<file path="src/sv/ssh_fifo.sv">
// ----------------------------------------------------------------------------
// ssh_fifo
// Short command queue between the front end and the table engine.
// ----------------------------------------------------------------------------
module ssh_fifo #(
    parameter int WIDTH = 8,
    parameter int DEPTH = 2
) (
    input  logic             aclk,
    input  logic             aresetn,
    input  logic             in_valid,
    output logic             in_ready,
    input  logic [WIDTH-1:0] in_data,
    output logic             out_valid,
    input  logic             out_ready,
    output logic [WIDTH-1:0] out_data
);

    localparam int PTR_W = (DEPTH > 1) ? $clog2(DEPTH) : 1;
    localparam int CNT_W = $clog2(DEPTH + 1);

    logic [WIDTH-1:0] slot_reg [DEPTH];
    logic [PTR_W-1:0] wptr_reg;
    logic [PTR_W-1:0] wptr_next;
    logic [PTR_W-1:0] rptr_reg;
    logic [PTR_W-1:0] rptr_next;
    logic [CNT_W-1:0] cnt_reg;
    logic [CNT_W-1:0] cnt_next;
    logic             push;
    logic             pop;

    assign in_ready  = (cnt_reg != CNT_W'(DEPTH));
    assign out_valid = (cnt_reg != '0);
    assign push      = in_valid && in_ready;
    assign pop       = out_valid && out_ready;
    assign out_data  = slot_reg[rptr_reg];

    always_comb begin
        wptr_next = wptr_reg;
        rptr_next = rptr_reg;
        cnt_next  = cnt_reg;
        if (push) begin
            wptr_next = (wptr_reg == PTR_W'(DEPTH - 1)) ? '0 : wptr_reg + 1'b1;
        end
        if (pop) begin
            rptr_next = (rptr_reg == PTR_W'(DEPTH - 1)) ? '0 : rptr_reg + 1'b1;
        end
        if (push && !pop) begin
            cnt_next = cnt_reg + 1'b1;
        end else if (pop && !push) begin
            cnt_next = cnt_reg - 1'b1;
        end
    end

    always_ff @(posedge aclk) begin
        if (!aresetn) begin
            wptr_reg <= '0;
            rptr_reg <= '0;
            cnt_reg  <= '0;
        end else begin
            wptr_reg <= wptr_next;
            rptr_reg <= rptr_next;
            cnt_reg  <= cnt_next;
        end
    end

    always_ff @(posedge aclk) begin
        if (push) begin
            slot_reg[wptr_reg] <= in_data;
        end
    end

endmodule

</file>
<file path="config.mk">
export PLATFORM = sky130hd
export DESIGN_NAME = ssh_fifo
export DESIGN_NICKNAME = d
export VERILOG_FILES = /design/src/sv/ssh_fifo.sv
export SDC_FILE = /design/constraint.sdc
export NUM_CORES = 1
export LEC_CHECK = 0
export BUFFER_PORTS_ARGS = -buffer_cell sky130_fd_sc_hd__buf_4
export CAP_MARGIN = 40
export CORE_MARGIN = 2
export CORE_UTILIZATION = 40
export CTS_CLUSTER_SIZE = 40
export DETAILED_ROUTE_END_ITERATION = 7
export GPL_ROUTABILITY_DRIVEN = 0
export GPL_TIMING_DRIVEN = 0
export PLACE_DENSITY_LB_ADDON = 0.05
export SETUP_SLACK_MARGIN = 0.02
export SLEW_MARGIN = 20
export SYNTH_ARGS = -nofsm -noshare
export SYNTH_HDL_FRONTEND = slang
export SYNTH_SLANG_ARGS = --single-unit
</file>
<file path="constraint.sdc">
create_clock -name aclk -period 2.2 [get_ports aclk]
set_clock_uncertainty 0.2 [all_clocks]
set_input_delay 0.44 -clock aclk [delete_from_list [all_inputs] [get_ports aclk]]
set_output_delay 0.44 -clock aclk [all_outputs]
set_load 0.01 [all_outputs]
</file>
* After elaboration in Yosys (flattened, before gate mapping)
Memory sizes are Yosys's and may differ from the RTL's. A register that Yosys moved wholly into a read port is not among the register bits.
Cells that the tools add are included.
** Operators by class
- $mul :: 0
- Add/sub/neg operators :: 4
- Muxes and demuxes :: 8
- Divide/modulo/power cells :: 0
- $lt $le $gt $ge :: 0
- Reductions and logical operators :: 8
- Equal/unequal tests :: 1
- Shift operators :: 0
- Bitwise operators :: 0
** Operators with widths (number)
- 1-bit two-way mux :: 6
- 1-bit logical AND :: 4
- 2-bit two-way mux :: 2
- 2-bit nonzero test :: 2
- 1-bit adder, second input constant :: 2
- 2-bit by 1-bit adder with 2-bit output, second input constant :: 1
- 1-bit zero test :: 2
- 2-bit inequality test, second input constant :: 1
- 2-bit by 1-bit subtractor with 2-bit output, second input constant :: 1
** Word-level totals
- Memories kept :: 1
- Latch bits :: 0
- Memory bits (read-only) :: 0
- Logic and storage cells :: 25
- Flip-flop bits (word level) :: 4
- Output and inout bits :: 10
- Bits of input ports :: 12
- RAM bits :: 16
** Memories
- slot_reg :: words 2, bits a word 8, read ports 1, clocked after Yosys merged registers in 1, wr ports 1, line 22 : logic [WIDTH-1:0] slot_reg [DEPTH];

* Logic depth before layout (Yosys ltp)
- Depth after elaboration :: 6
- Depth in mapped cells :: 6
- Mapped depth without buffers :: 6

* Worst setup path after synthesis
Ideal clock, no wire load.
- Path kind :: flip-flop to flip-flop
- Start :: register cnt_reg[0]
- End :: register cnt_reg[1]
- Setup time :: 0.070 ns
- Path buffers :: 0
- Period minus slack after synthesis :: 1.699 ns
- Setup slack :: 0.501 ns
- Arrival :: 1.429 ns
- Stages on the path, launching flop included :: 6
- Data required time :: 1.930 ns
- Cells stage by stage :: dfxtp_1 nand2b_4 and2_1 ha_1 or3_1 a21oi_1
** Between the ends
- Cells in the longest elaborated chain, start to end :: 5
- Elaborated cells between the ends (all ways) :: 13
- Classes of those cells :: add/sub (2); eq/ne (1); mux (2); reduce/logical (8)
** Ends and longest elaborated chain
- start, declared :: line 27 : logic [CNT_W-1:0] cnt_reg;
- start signal, assigned :: line 63 : cnt_reg <= cnt_next;
- 2-bit inequality test * :: line 32 : assign in_ready = (cnt_reg != CNT_W'(DEPTH));
- net in_ready :: line 12 : output logic in_ready,
- 1-bit logical AND * :: line 34 : assign push = in_valid && in_ready;
- 1-bit zero test :: line 50 : end else if (pop && !push) begin
- 1-bit logical AND :: line 50
- 2-bit nonzero test (no line)
Mark *: on every way through the listed nets, which the timed path passes. The rest lies on a longest branch. The select of a mux whose other input is x is not followed.
A chain may end at the register's enable or synchronous reset.

==> results.txt <==
layout cell share with drive strength beyond 1 - 49.3%
post-layout min period - 1.97 ns
PostCTS Resize Cnt - 0
drt wl/cell - 11.3 µm
CTS Sinks - 21
synthesized cell area - 810 µm²
Crit path required time - 1.56 ns
Largest register FFs - 16
die area - 0.00240 mm²
Max Slew Vio Count - 0
final hold slack - 0.123 ns
Netlist cell types - 17
crit share post-route - 89.5%
initial antenna violation count - 0
CTS root buf - clkbuf_4
Yosys reg bits - 21
cell taking the most area after synthesis - edfxtp_1
worst-skew pair later-pin latency - 0.29 ns
final setup fails - 0
CTS tree - built
status - finished clean
Routed WL - 1150 µm
Slowest-stage cell, CP - mux2_2
syn_area_per_cell - 16.2 µm²
Synth Instances - 50
post-synth top area share - 59.4%
clk slew on worst S/H paths - 0.11 ns
critical path cell sequence - buf_2 > mux2_2 > buf_4
DRT iter0 DRCs - 4
Starting Density - 41.7%
Max clock buf depth - 2
Setup WS pre-CTS - 0.390 ns
Filler cells - 185
Hold WC Path Type - input pin to register
final-report hold violation count - 0
vias - 466
Final nets - 89
total CTS buffers - 3
setup TNS - 0 ns
top cells by area, synth - edfxtp_1 59%, dfxtp_1 12%, mux2_2 11%
Startpoint Class - register
num ports - 22
Hold-fix buffers, CTS - 0
Port Buffers - 21
crit path DAT - 1.33 ns
total gr overflow - 0
first-pass GRT wire length - 1830 µm
pin count of the biggest net entering global routing - 13
GRT Overall Usage - 10.4%
DR pass1 iterations - 3
ant diodes - 0
fmax - 0.508 GHz
synthesis-to-finish area growth - 27.0%
WS Path Type - register to output pin
drt drc - 0
average vias per placed instance - 4.57
Worst IR Drop VDD - 0.562 mV
Core ar. - 0.00194 mm²
post-route ant nets - 0
number of global-route vias before repair - 420
sequential area share after synthesis - 71.7%
critical-path maximum fanout - 8
Die X - 49.0 µm
setup ws final - 0.231 ns
Setup Buffers After CTS - 0
Least-Margin Pin Slew - 0.400 ns
leak pwr - 0.414 nW
pwr dens - 1060 mW/mm²
MaxCap Viol Count - 0
Multi-input gate area - 216 µm²
Worst Setup End Kind - output pin
max_slew headroom - 73.3%
Mapped Nets - 63
register area - 581 µm²
CP max stage delay - 0.36 ns
die height - 49.0 µm
H-tree levels - 1
RSZ-0062 raised after global routing - false
row cnt - 16
Synth Warn # - 0
## layer usage
metal  vias up  wire length, µm  global-route usage (%)
li1        231                -                       -
met1       224              494                    13.3
met2        11              604                    17.6
met3         0               55                    1.84
met4         0                0                    4.29
met5         -                0                       0
## critical path, delay by kind of cell (launching register included)
kind,cells,cell delay (ns)
buffers and inverters,2,0.35
muxes,1,0.36
DFF,1,0.32
## cell usage in the layout (no fill, tap or decap)
cell	netlist	layout
a21bo_2	1	1
buf_4	0	21
nand2b_4	1	1
inv_1	2	2
mux2_2	8	8
buf_2	1	1
dfxtp_1	5	5
or3_1	1	1
o21ai_0	2	2
and3_1	1	1
xor2_1	3	3
clkinv_2	0	1
or2_2	1	1
ha_1	1	1
clkbuf_4	0	3
nand3b_1	1	1
a21oi_1	2	2
nor2_1	3	3
and2_1	1	1
edfxtp_1	16	16
## cells by family (layout without fill, tap and decap cells)
group,Yosys count,in the layout,share of synthesized area [%]
buffers and inverters,3,28,1.55
xor gates and xnor gates,3,3,3.25
AOI/OAI and AO/OA,5,5,3.71
muxes,8,8,11.1
DFF,21,21,71.7
and+or+nand+nor,9,9,7.11
adders and majority gates,1,1,1.55
## power breakdown
part           internal, mW  total [mW]  switching (mW)  leakage (nW)
registers             0.503       0.536          0.0338         0.191
logic                 0.209       0.378           0.170         0.205
clock network        0.0676       0.178           0.110        0.0177
total                 0.779        1.09           0.314         0.414
## synth_stat cells, drive strengths merged
cell / count
buf: 1
ha: 1
or2: 1
inv: 2
nor2: 3
dfxtp: 5
a21oi: 2
a21bo: 1
o21ai: 2
and3: 1
edfxtp: 16
or3: 1
and2: 1
mux2: 8
xor2: 3
nand3b: 1
nand2b: 1
## cell type report
| class | instances | area share (%) |
|---|---|---|
| clock buffers | 3 | 2.19 |
| inverters | 2 | 0.730 |
| multi-input cells | 26 | 21.0 |
| clock inverters | 1 | 0.487 |
| plain buffers | 1 | 0.487 |
| repair buffers | 21 | 15.3 |
| flip-flops and latches | 21 | 56.4 |
| well taps | 27 | 3.28 |
## final timing paths
path,from,to,cells past startpoint,slack (ns)
worst max-delay path,register,out_data[2],3,0.23
worst max register to register,cnt_reg[0],cnt_reg[1],5,0.42
worst min-delay path,in_data[4],slot_reg[0][4],1,0.12
worst min register to register,rptr_reg,register,2,0.33
## per-stage QoR
| stage | power (mW) | area (µm²) | cells | utilization [%] |
|---|---|---|---|---|
| CTS | 1.11 | 1030 | 102 | 53.0 |
| finish | 1.09 | 1030 | 102 | 53.0 |
| global placement | 0.924 | 1000 | 98 | 51.5 |
| floorplan | 0.780 | 810 | 50 | - |
| global route | 1.17 | 1030 | 102 | 53.0 |
| detailed placement | 0.930 | 1000 | 98 | 51.5 |
Power figures use the tool's default switching activity.
