===== config.mk =====
export PLATFORM = sky130hd
export DESIGN_NAME = ssh_front
export DESIGN_NICKNAME = d
export VERILOG_FILES = /design/src/sv/ssh_pkg.sv /design/src/sv/ssh_front.sv
export SDC_FILE = /design/constraint.sdc
export NUM_CORES = 2
export LEC_CHECK = 0
export ABC_AREA = 1
export BUFFER_PORTS_ARGS = -buffer_cell sky130_fd_sc_hd__buf_2
export CORE_MARGIN = 2
export CORE_UTILIZATION = 39
export CTS_CLUSTER_DIAMETER = 30
export DETAILED_ROUTE_END_ITERATION = 7
export PLACE_DENSITY_LB_ADDON = 0.3
export REMOVE_ABC_BUFFERS = 1
export SLEW_MARGIN = 20
export SYNTH_ARGS = -nofsm -noshare
export SYNTH_HDL_FRONTEND = slang
export SYNTH_SLANG_ARGS = --single-unit

===== constraint.sdc =====
create_clock -name aclk -period 17.7 [get_ports aclk]
set_input_delay 1.77 -clock aclk [delete_from_list [all_inputs] [get_ports aclk]]
set_output_delay 1.77 -clock aclk [all_outputs]
set_load 0.03 [all_outputs]

===== src/sv/ssh_pkg.sv =====
// ----------------------------------------------------------------------------
// ssh_pkg
// Shared types and constants for the session seen hash set: payload structs,
// function and status codes, internal command codes and hash constants.
// ----------------------------------------------------------------------------
package ssh_pkg;

    // Input transaction payload
    typedef struct packed {
        logic [1:0]  func;
        logic [63:0] item_key;
    } ssh_item_t;

    // Result transaction payload
    typedef struct packed {
        logic [2:0] status;
        logic       accrued_reads;
    } ssh_result_t;

    // Function codes of the input transaction
    localparam logic [1:0] FUNC_TOUCH = 2'd0;
    localparam logic [1:0] FUNC_QUERY = 2'd1;
    localparam logic [1:0] FUNC_TAKE  = 2'd2;
    localparam logic [1:0] FUNC_CLEAR = 2'd3;

    // Status codes of the result transaction
    localparam logic [2:0] ST_NEW     = 3'd0;
    localparam logic [2:0] ST_ALREADY = 3'd1;
    localparam logic [2:0] ST_DROPPED = 3'd2;
    localparam logic [2:0] ST_IGNORED = 3'd3;
    localparam logic [2:0] ST_FOUND   = 3'd4;
    localparam logic [2:0] ST_ABSENT  = 3'd5;
    localparam logic [2:0] ST_CLEARED = 3'd6;

    // Configuration register index (word index on the APB port)
    localparam logic [0:0] REG_WRITES_ENABLED = 1'b0;
    localparam int         APB_DATA_W         = 32;

    // Classified command handed from the front end to the table engine
    typedef enum logic [2:0] {
        OP_TOUCH,
        OP_QUERY,
        OP_TAKE,
        OP_CLEAR,
        OP_IGNORE,
        OP_ABSENT
    } ssh_op_t;

    typedef struct packed {
        ssh_op_t     op;
        logic [63:0] item_key;
    } ssh_cmd_t;

    // Table engine states
    typedef enum logic [2:0] {
        BK_INIT,
        BK_IDLE,
        BK_COMPARE,
        BK_CLEAR,
        BK_FINISH
    } ssh_bk_state_t;

    // Finalizer constants
    localparam logic [63:0] MIX_C1 = 64'hbf58476d1ce4e5b9;
    localparam logic [63:0] MIX_C2 = 64'h94d049bb133111eb;
    localparam int          MIX_S1 = 30;
    localparam int          MIX_S2 = 27;
    localparam int          MIX_S3 = 31;

endpackage


===== src/sv/ssh_front.sv =====
// ----------------------------------------------------------------------------
// ssh_front
// Accepts input transactions, classifies them and computes the home slot
// with a five-stage finalizer pipeline built from 32x32 partial products.
// ----------------------------------------------------------------------------
module ssh_front #(
    parameter int CAPACITY = 1024
) (
    input  logic                                aclk,
    input  logic                                aresetn,
    input  logic                                writes_enabled,
    input  logic                                init_busy,
    input  logic                                s_valid,
    output logic                                s_ready,
    input  ssh_pkg::ssh_item_t                  s_data,
    output logic                                cmd_valid,
    input  logic                                cmd_ready,
    output ssh_pkg::ssh_cmd_t                   cmd,
    output logic [$clog2(CAPACITY)-1:0]         cmd_home
);

    localparam int IDX_W = $clog2(CAPACITY);

    logic              adv;
    logic              s_acc;
    ssh_pkg::ssh_op_t  op_in;
    logic [63:0]       p1;
    logic [63:0]       p2;
    logic [63:0]       h;

    logic [4:0]        vld_reg;

    logic [63:0]       x1_reg;
    logic [63:0]       key1_reg;
    ssh_pkg::ssh_op_t  op1_reg;

    logic [63:0]       pa_reg;
    logic [31:0]       pb_reg;
    logic [31:0]       pc_reg;
    logic [63:0]       key2_reg;
    ssh_pkg::ssh_op_t  op2_reg;

    logic [63:0]       x2_reg;
    logic [63:0]       key3_reg;
    ssh_pkg::ssh_op_t  op3_reg;

    logic [63:0]       qa_reg;
    logic [31:0]       qb_reg;
    logic [31:0]       qc_reg;
    logic [63:0]       key4_reg;
    ssh_pkg::ssh_op_t  op4_reg;

    logic [IDX_W-1:0]  home5_reg;
    logic [63:0]       key5_reg;
    ssh_pkg::ssh_op_t  op5_reg;

    // The whole pipeline holds while the last stage waits on the queue
    assign adv     = !vld_reg[4] || cmd_ready;
    assign s_ready = adv && !init_busy;
    assign s_acc   = s_valid && s_ready;

    always_comb begin
        unique case (s_data.func)
            ssh_pkg::FUNC_TOUCH: begin
                op_in = (!writes_enabled || s_data.item_key == 64'd0) ?
                        ssh_pkg::OP_IGNORE : ssh_pkg::OP_TOUCH;
            end
            ssh_pkg::FUNC_QUERY: begin
                op_in = (s_data.item_key == 64'd0) ? ssh_pkg::OP_ABSENT : ssh_pkg::OP_QUERY;
            end
            ssh_pkg::FUNC_TAKE: begin
                op_in = (s_data.item_key == 64'd0) ? ssh_pkg::OP_ABSENT : ssh_pkg::OP_TAKE;
            end
            default: begin
                op_in = ssh_pkg::OP_CLEAR;
            end
        endcase
    end

    // Recombine the partial products: only the low 64 bits matter
    assign p1 = pa_reg + {pb_reg + pc_reg, 32'd0};
    assign p2 = qa_reg + {qb_reg + qc_reg, 32'd0};
    assign h  = p2 ^ (p2 >> ssh_pkg::MIX_S3);

    always_ff @(posedge aclk) begin
        if (!aresetn) begin
            vld_reg <= '0;
        end else if (adv) begin
            vld_reg <= {vld_reg[3:0], s_acc};
        end
    end

    always_ff @(posedge aclk) begin
        if (adv) begin
            x1_reg    <= s_data.item_key ^ (s_data.item_key >> ssh_pkg::MIX_S1);
            key1_reg  <= s_data.item_key;
            op1_reg   <= op_in;

            pa_reg    <= x1_reg[31:0] * ssh_pkg::MIX_C1[31:0];
            pb_reg    <= x1_reg[63:32] * ssh_pkg::MIX_C1[31:0];
            pc_reg    <= x1_reg[31:0] * ssh_pkg::MIX_C1[63:32];
            key2_reg  <= key1_reg;
            op2_reg   <= op1_reg;

            x2_reg    <= p1 ^ (p1 >> ssh_pkg::MIX_S2);
            key3_reg  <= key2_reg;
            op3_reg   <= op2_reg;

            qa_reg    <= x2_reg[31:0] * ssh_pkg::MIX_C2[31:0];
            qb_reg    <= x2_reg[63:32] * ssh_pkg::MIX_C2[31:0];
            qc_reg    <= x2_reg[31:0] * ssh_pkg::MIX_C2[63:32];
            key4_reg  <= key3_reg;
            op4_reg   <= op3_reg;

            home5_reg <= h[IDX_W-1:0];
            key5_reg  <= key4_reg;
            op5_reg   <= op4_reg;
        end
    end

    assign cmd_valid     = vld_reg[4];
    assign cmd.op        = op5_reg;
    assign cmd.item_key  = key5_reg;
    assign cmd_home      = home5_reg;

endmodule


# After elaboration in Yosys (flattened, before gate mapping)
# Index checks and enable logic that the tools add are counted.
# Widths: inputs -> output; s select.
[totals] reg_bits=662 inputBits=72 word_cells=48 output_inout_bits=79
[classes] n_reduce_logical=9 n_mux=4 n_eq_ne=2 n_mul=6 bitwise_logic=3 addsub=4
[op_table] cell="$add 61x64->64" n=1
[op_table] cell="$logic_not 64->1" n=1
[op_table] cell="$xor 64x34->64" n=1
[op_table] cell="$xor 64x37->64" n=1
[op_table] cell="$mul 32x29->61 const B" n=1
[op_table] cell="$add 41x41->41" n=1
[op_table] cell="$mul 32x29->41 const B" n=1
[op_table] cell="$add 32x32->32" n=1
[op_table] cell="$mul 32x29->32 const B" n=1
[op_table] cell="$mul 32x29->9 const B" n=1
[op_table] cell="$mul 32x32->32 const B" n=1
[op_table] cell="$mul 32x32->9 const B" n=1
[op_table] cell="$xor 10x10->10" n=1
[op_table] cell="$add 9x9->9" n=1
[op_table] cell="$mux 3" n=3
[op_table] cell="$pmux 3 s3" n=1
[op_table] cell="$logic_not 1->1" n=3
[op_table] cell="$eq 2x1->1 const B" n=1
[op_table] cell="$eq 2x2->1 const B" n=1
[op_table] cell="$logic_and 1x1->1" n=2
[op_table] cell="$logic_not 2->1" n=1
[op_table] cell="$logic_or 1x1->1" n=2

# Depth between registers and ports, before layout
[logic_depth] ltp_word=4 mapped_depth=27 ltp_nobuf=27

# Worst setup path before layout
# No wires, ideal clock.
[synth_timing] kind="input port to flip-flop" from="input cmd_ready" to="register home5_reg[0] (netlist: cmd_home[0]), enable pin" stages=2 arrival_time_ps=13028 slack_ps=3746 cell_sequence="nor2_1 inv_1"
[synth_via] elab_chain_len=1
[synth_lines] item="from (decl)" line_no="ssh_front.sv:17" source="input logic cmd_ready,"
[synth_lines] item="$logic_or 1x1->1" line_no="ssh_front.sv:58" source="assign adv = !vld_reg[4] || cmd_ready;"
[synth_lines] item="to (signal assigned)" line_no="ssh_front.sv:115" source="home5_reg <= h[IDX_W-1:0];"
[synth_lines] item="to (decl)" line_no="ssh_front.sv:53" source="logic [IDX_W-1:0] home5_reg;"
# No other way between the ends.
# A chain may end at the register's enable or synchronous reset.

# Final worst setup path
[layout_timing] from="register x1_reg[4]" to="register pa_reg[39] (data pin)"
[layout_via] elab_chain_len=1
[layout_lines] item="from (decl)" line_no="ssh_front.sv:33" source="logic [63:0] x1_reg;"
[layout_lines] item="from (signal assigned)" line_no="ssh_front.sv:95" source="x1_reg <= s_data.item_key ^ (s_data.item_key >> ssh_pkg::MIX_S1);"
[layout_lines] item="$mul 32x29->61" line_no="ssh_front.sv:99" source="pa_reg <= x1_reg[31:0] * ssh_pkg::MIX_C1[31:0];"
[layout_lines] item="to (signal assigned)" line_no="ssh_front.sv:99"
[layout_lines] item="to (decl)" line_no="ssh_front.sv:37" source="logic [63:0] pa_reg;"
# No other way between the ends.

==> impl_metrics.py <==
metrics = {
    "die": {
        "start_util": 0.3932,
        "die_w_microns": 431.4,
        "core-area_sq_mm": 0.1811,
        "fp.dieH_microns": 431.4,
        "die_area_sq_mm": 0.1861,
        "num_io_pins": 151,
        "rows": 156,
    },
    "worst_setup_path": {
        "cpMaxStageDelayCell": "edfxtp_1",
        "crit_path_max_fanout": 11,
        "worst_setup_path_start_kind": "register",
        "cp-end-kind": "register",
        "required_ns": 18.20,
        "cpPeakStageDelay_ns": 0.90,
        "crit_chain": "inv_1 -> fa_1 -> inv_1 -> fa_1 -> inv_1 -> fa_1 -> fa_1 -> fa_1 -> fa_1 -> inv_1 -> fa_1 -> inv_1 -> fa_1 -> inv_1 -> ha_1 -> nand2_1 -> nor2_1 -> inv_1 -> nor2_1 -> inv_1 -> nor2_1 -> nand4_1 -> nand3_1 -> xor2_1",
        "crit_type": "reg -> reg",
        "arrival_ns": 8.42,
    },
    "clocking": {
        "post_cts_buffers": 0,
        "cts_tree": "done",
        "h-tree-depth": 4,
        "ctsResizeCount": 0,
        "cts.reportedPaths.clkPinSlew_ns": 0.05,
        "clockBufferDepth": 3,
        "cts-buffers-inserted": 148,
        "cts-root-buf": "clkbuf_16",
        "cts.sinks": 582,
        "clock_latency_ns": 0.79,
        "cts_hold_buffers": 0,
    },
    "timing": {
        "rsz0062_at_grt": "false",
        "slew_headroom": 0.2610,
        "post-route-period-util": 0.4476,
        "finClkSkew_ns": 0.04404,
        "tightest_slew_ns": 1.109,
        "fin_tns_setup_ns": 0,
        "min_period_ns": 7.922,
        "final_hold_viol_count": 0,
        "drv_slew": 0,
        "setup_viol": 0,
        "max_clock_freq_mhz": 126.2,
    },
    "global_routing": {
        "grt_pass1_wl_microns": 324300,
        "grt_pass1_vias": 51630,
        "track_usage": 0.2375,
        "grt_overflow": 0,
        "antenna_found_initial": 6,
        "grt_max_degree": 205,
    },
    "yosys": {
        "synth_compound_area_frac": 0.04200,
        "yosysTopAreaCellShare": 0.3055,
        "synth_cell_types": 51,
        "synthMuxAreaShare": 0,
        "synthAdderAreaFrac": 0.4950,
        "synth_edf_count": 577,
        "ys_seq_elements": 582,
        "netlist_area_sq_mm": 0.07123,
        "yosys_warnings": 0,
        "yosys.area_share.simple": 0.07074,
        "synthArstFlopShare": 0,
        "synth.yosys.seq_area_share": 0.2447,
        "yosysTopAreaCell": "fa_1",
        "synth_xor_area_frac": 0.04316,
        "synth_ff_type": "edfxtp_1",
        "syn_inst": 6770,
        "syn_avg_cell_area_sq_um": 10.52,
        "synth_top_family_by_area": "adder cells",
        "netlist_top_cells_area": "fa_1, edfxtp_1, ha_1",
    },
    "job": {
        "cap_violations": 0,
    },
    "placed_design": {
        "io_buffers": 150,
        "dp_hpwl_microns": 185200,
        "gp_routability_congestion": 0.9863,
        "place_inst": 9312,
    },
    "layout": {
        "area_growth_pct": 12.77,
        "stdcell_count": 9590,
        "multiInputGateArea_sq_mm": 0.04637,
        "seq_area_sq_mm": 0.01743,
        "nFillCells": 17290,
        "drive_gt1_frac": 0.06970,
        "utilization": 0.4435,
        "layout.nets": 9331,
    },
    "detailed_routing": {
        "firstDrtPassIters": 6,
        "vias": 47430,
        "wl_microns": 215100,
        "drt_iter0_drc": 3329,
        "vias_per_cell": 4.946,
        "drc": 0,
        "wire_per_inst_microns": 22.43,
        "route.antenna.remaining_nets": 0,
    },
    "run_status": {
        "status": "complete, no violations",
    },
    "min_path": {
        "min_path_type": "reg -> reg",
    },
}
==> final timing paths <==
check,slack (ns),endpoint,start,depth (start not counted)
setup / recovery,9.78,pa_reg[39],x1_reg[4],24
hold / removal,0.38,key5_reg[54],key4_reg[54],0
setup reg to reg,9.78,pa_reg[39],x1_reg[4],24
hold reg to reg,0.38,key5_reg[54],key4_reg[54],0
==> cell usage after synthesis (all sizes together) (9+ instances only) <==
cell and number:
edfxtp 577, a21oi 250, fa 1087, nor2 270, a31oi 25, nand2 655, nor3 29, ha 1079
o211ai 12, xor2 248, o21ai 143, nand3b 9, nand4 40, o21bai 24, a21o 34, a21boi 12
xnor2 103, nor4 30, inv 1979, nand3 131
==> kinds of logic after synthesis <==
logic type	Yosys count
adders and majority gates	2166
AOI/OAI and AO/OA	517
and+or+nand+nor	1174
xor gates and xnor gates	351
buffers and inverters	1980
DFF	582
==> stage by stage <==
stage	hold slack, ns	instance area (sq um)	setup slack [ns]
floorplan	0.4003	71220	3.746
global placement	0.4001	75140	9.717
detailed placement	0.4045	75140	9.971
CTS	0.3926	80290	9.838
global route	0.3970	80320	9.485
finish	0.3849	80330	9.778
==> cells in the final DEF (no fill, tap or decap), drive strengths merged, types with 30 or more instances in the layout <==
cell,count
inv,1991
fa,1087
ha,1079
nand2,655
edfxtp,577
nor2,270
a21oi,250
xor2,248
buf,174
clkbuf,165
o21ai,143
nand3,131
xnor2,103
clkinv,63
nand4,40
a21o,34
nor4,30
==> worst max-delay path, delay by kind of cell (launching register included) <==
kind	cells	cell delay (ns)
xor gates and xnor gates	1	0.08
buffers and inverters	8	0.76
DFF	1	0.90
adders and majority gates	9	4.52
and+or+nand+nor	6	1.38
==> per-layer routing <==
metal / vias up / wire, microns / GRT usage
li1: 21800 / - / -
met1: 23920 / 96490 / 0.3284
met2: 1392 / 98240 / 0.3785
met3: 321 / 13220 / 0.04127
met4: 0 / 7192 / 0.07669
met5: - / 0 / 0
==> layout make-up <==
type / instances / share of cell area
repair buffers: 174 / 0.01215
clock inverters: 109 / 0.01717
flip-flops and latches: 582 / 0.2170
inverters: 1979 / 0.09260
multi-input cells: 4208 / 0.5772
diodes: 3 / 0.00009346
clock buffers: 165 / 0.04690
well taps: 2370 / 0.03692
Power is left out: the tool's default activity adds up to more than one toggle a clock period on the data nets, which glitch-free logic cannot reach.
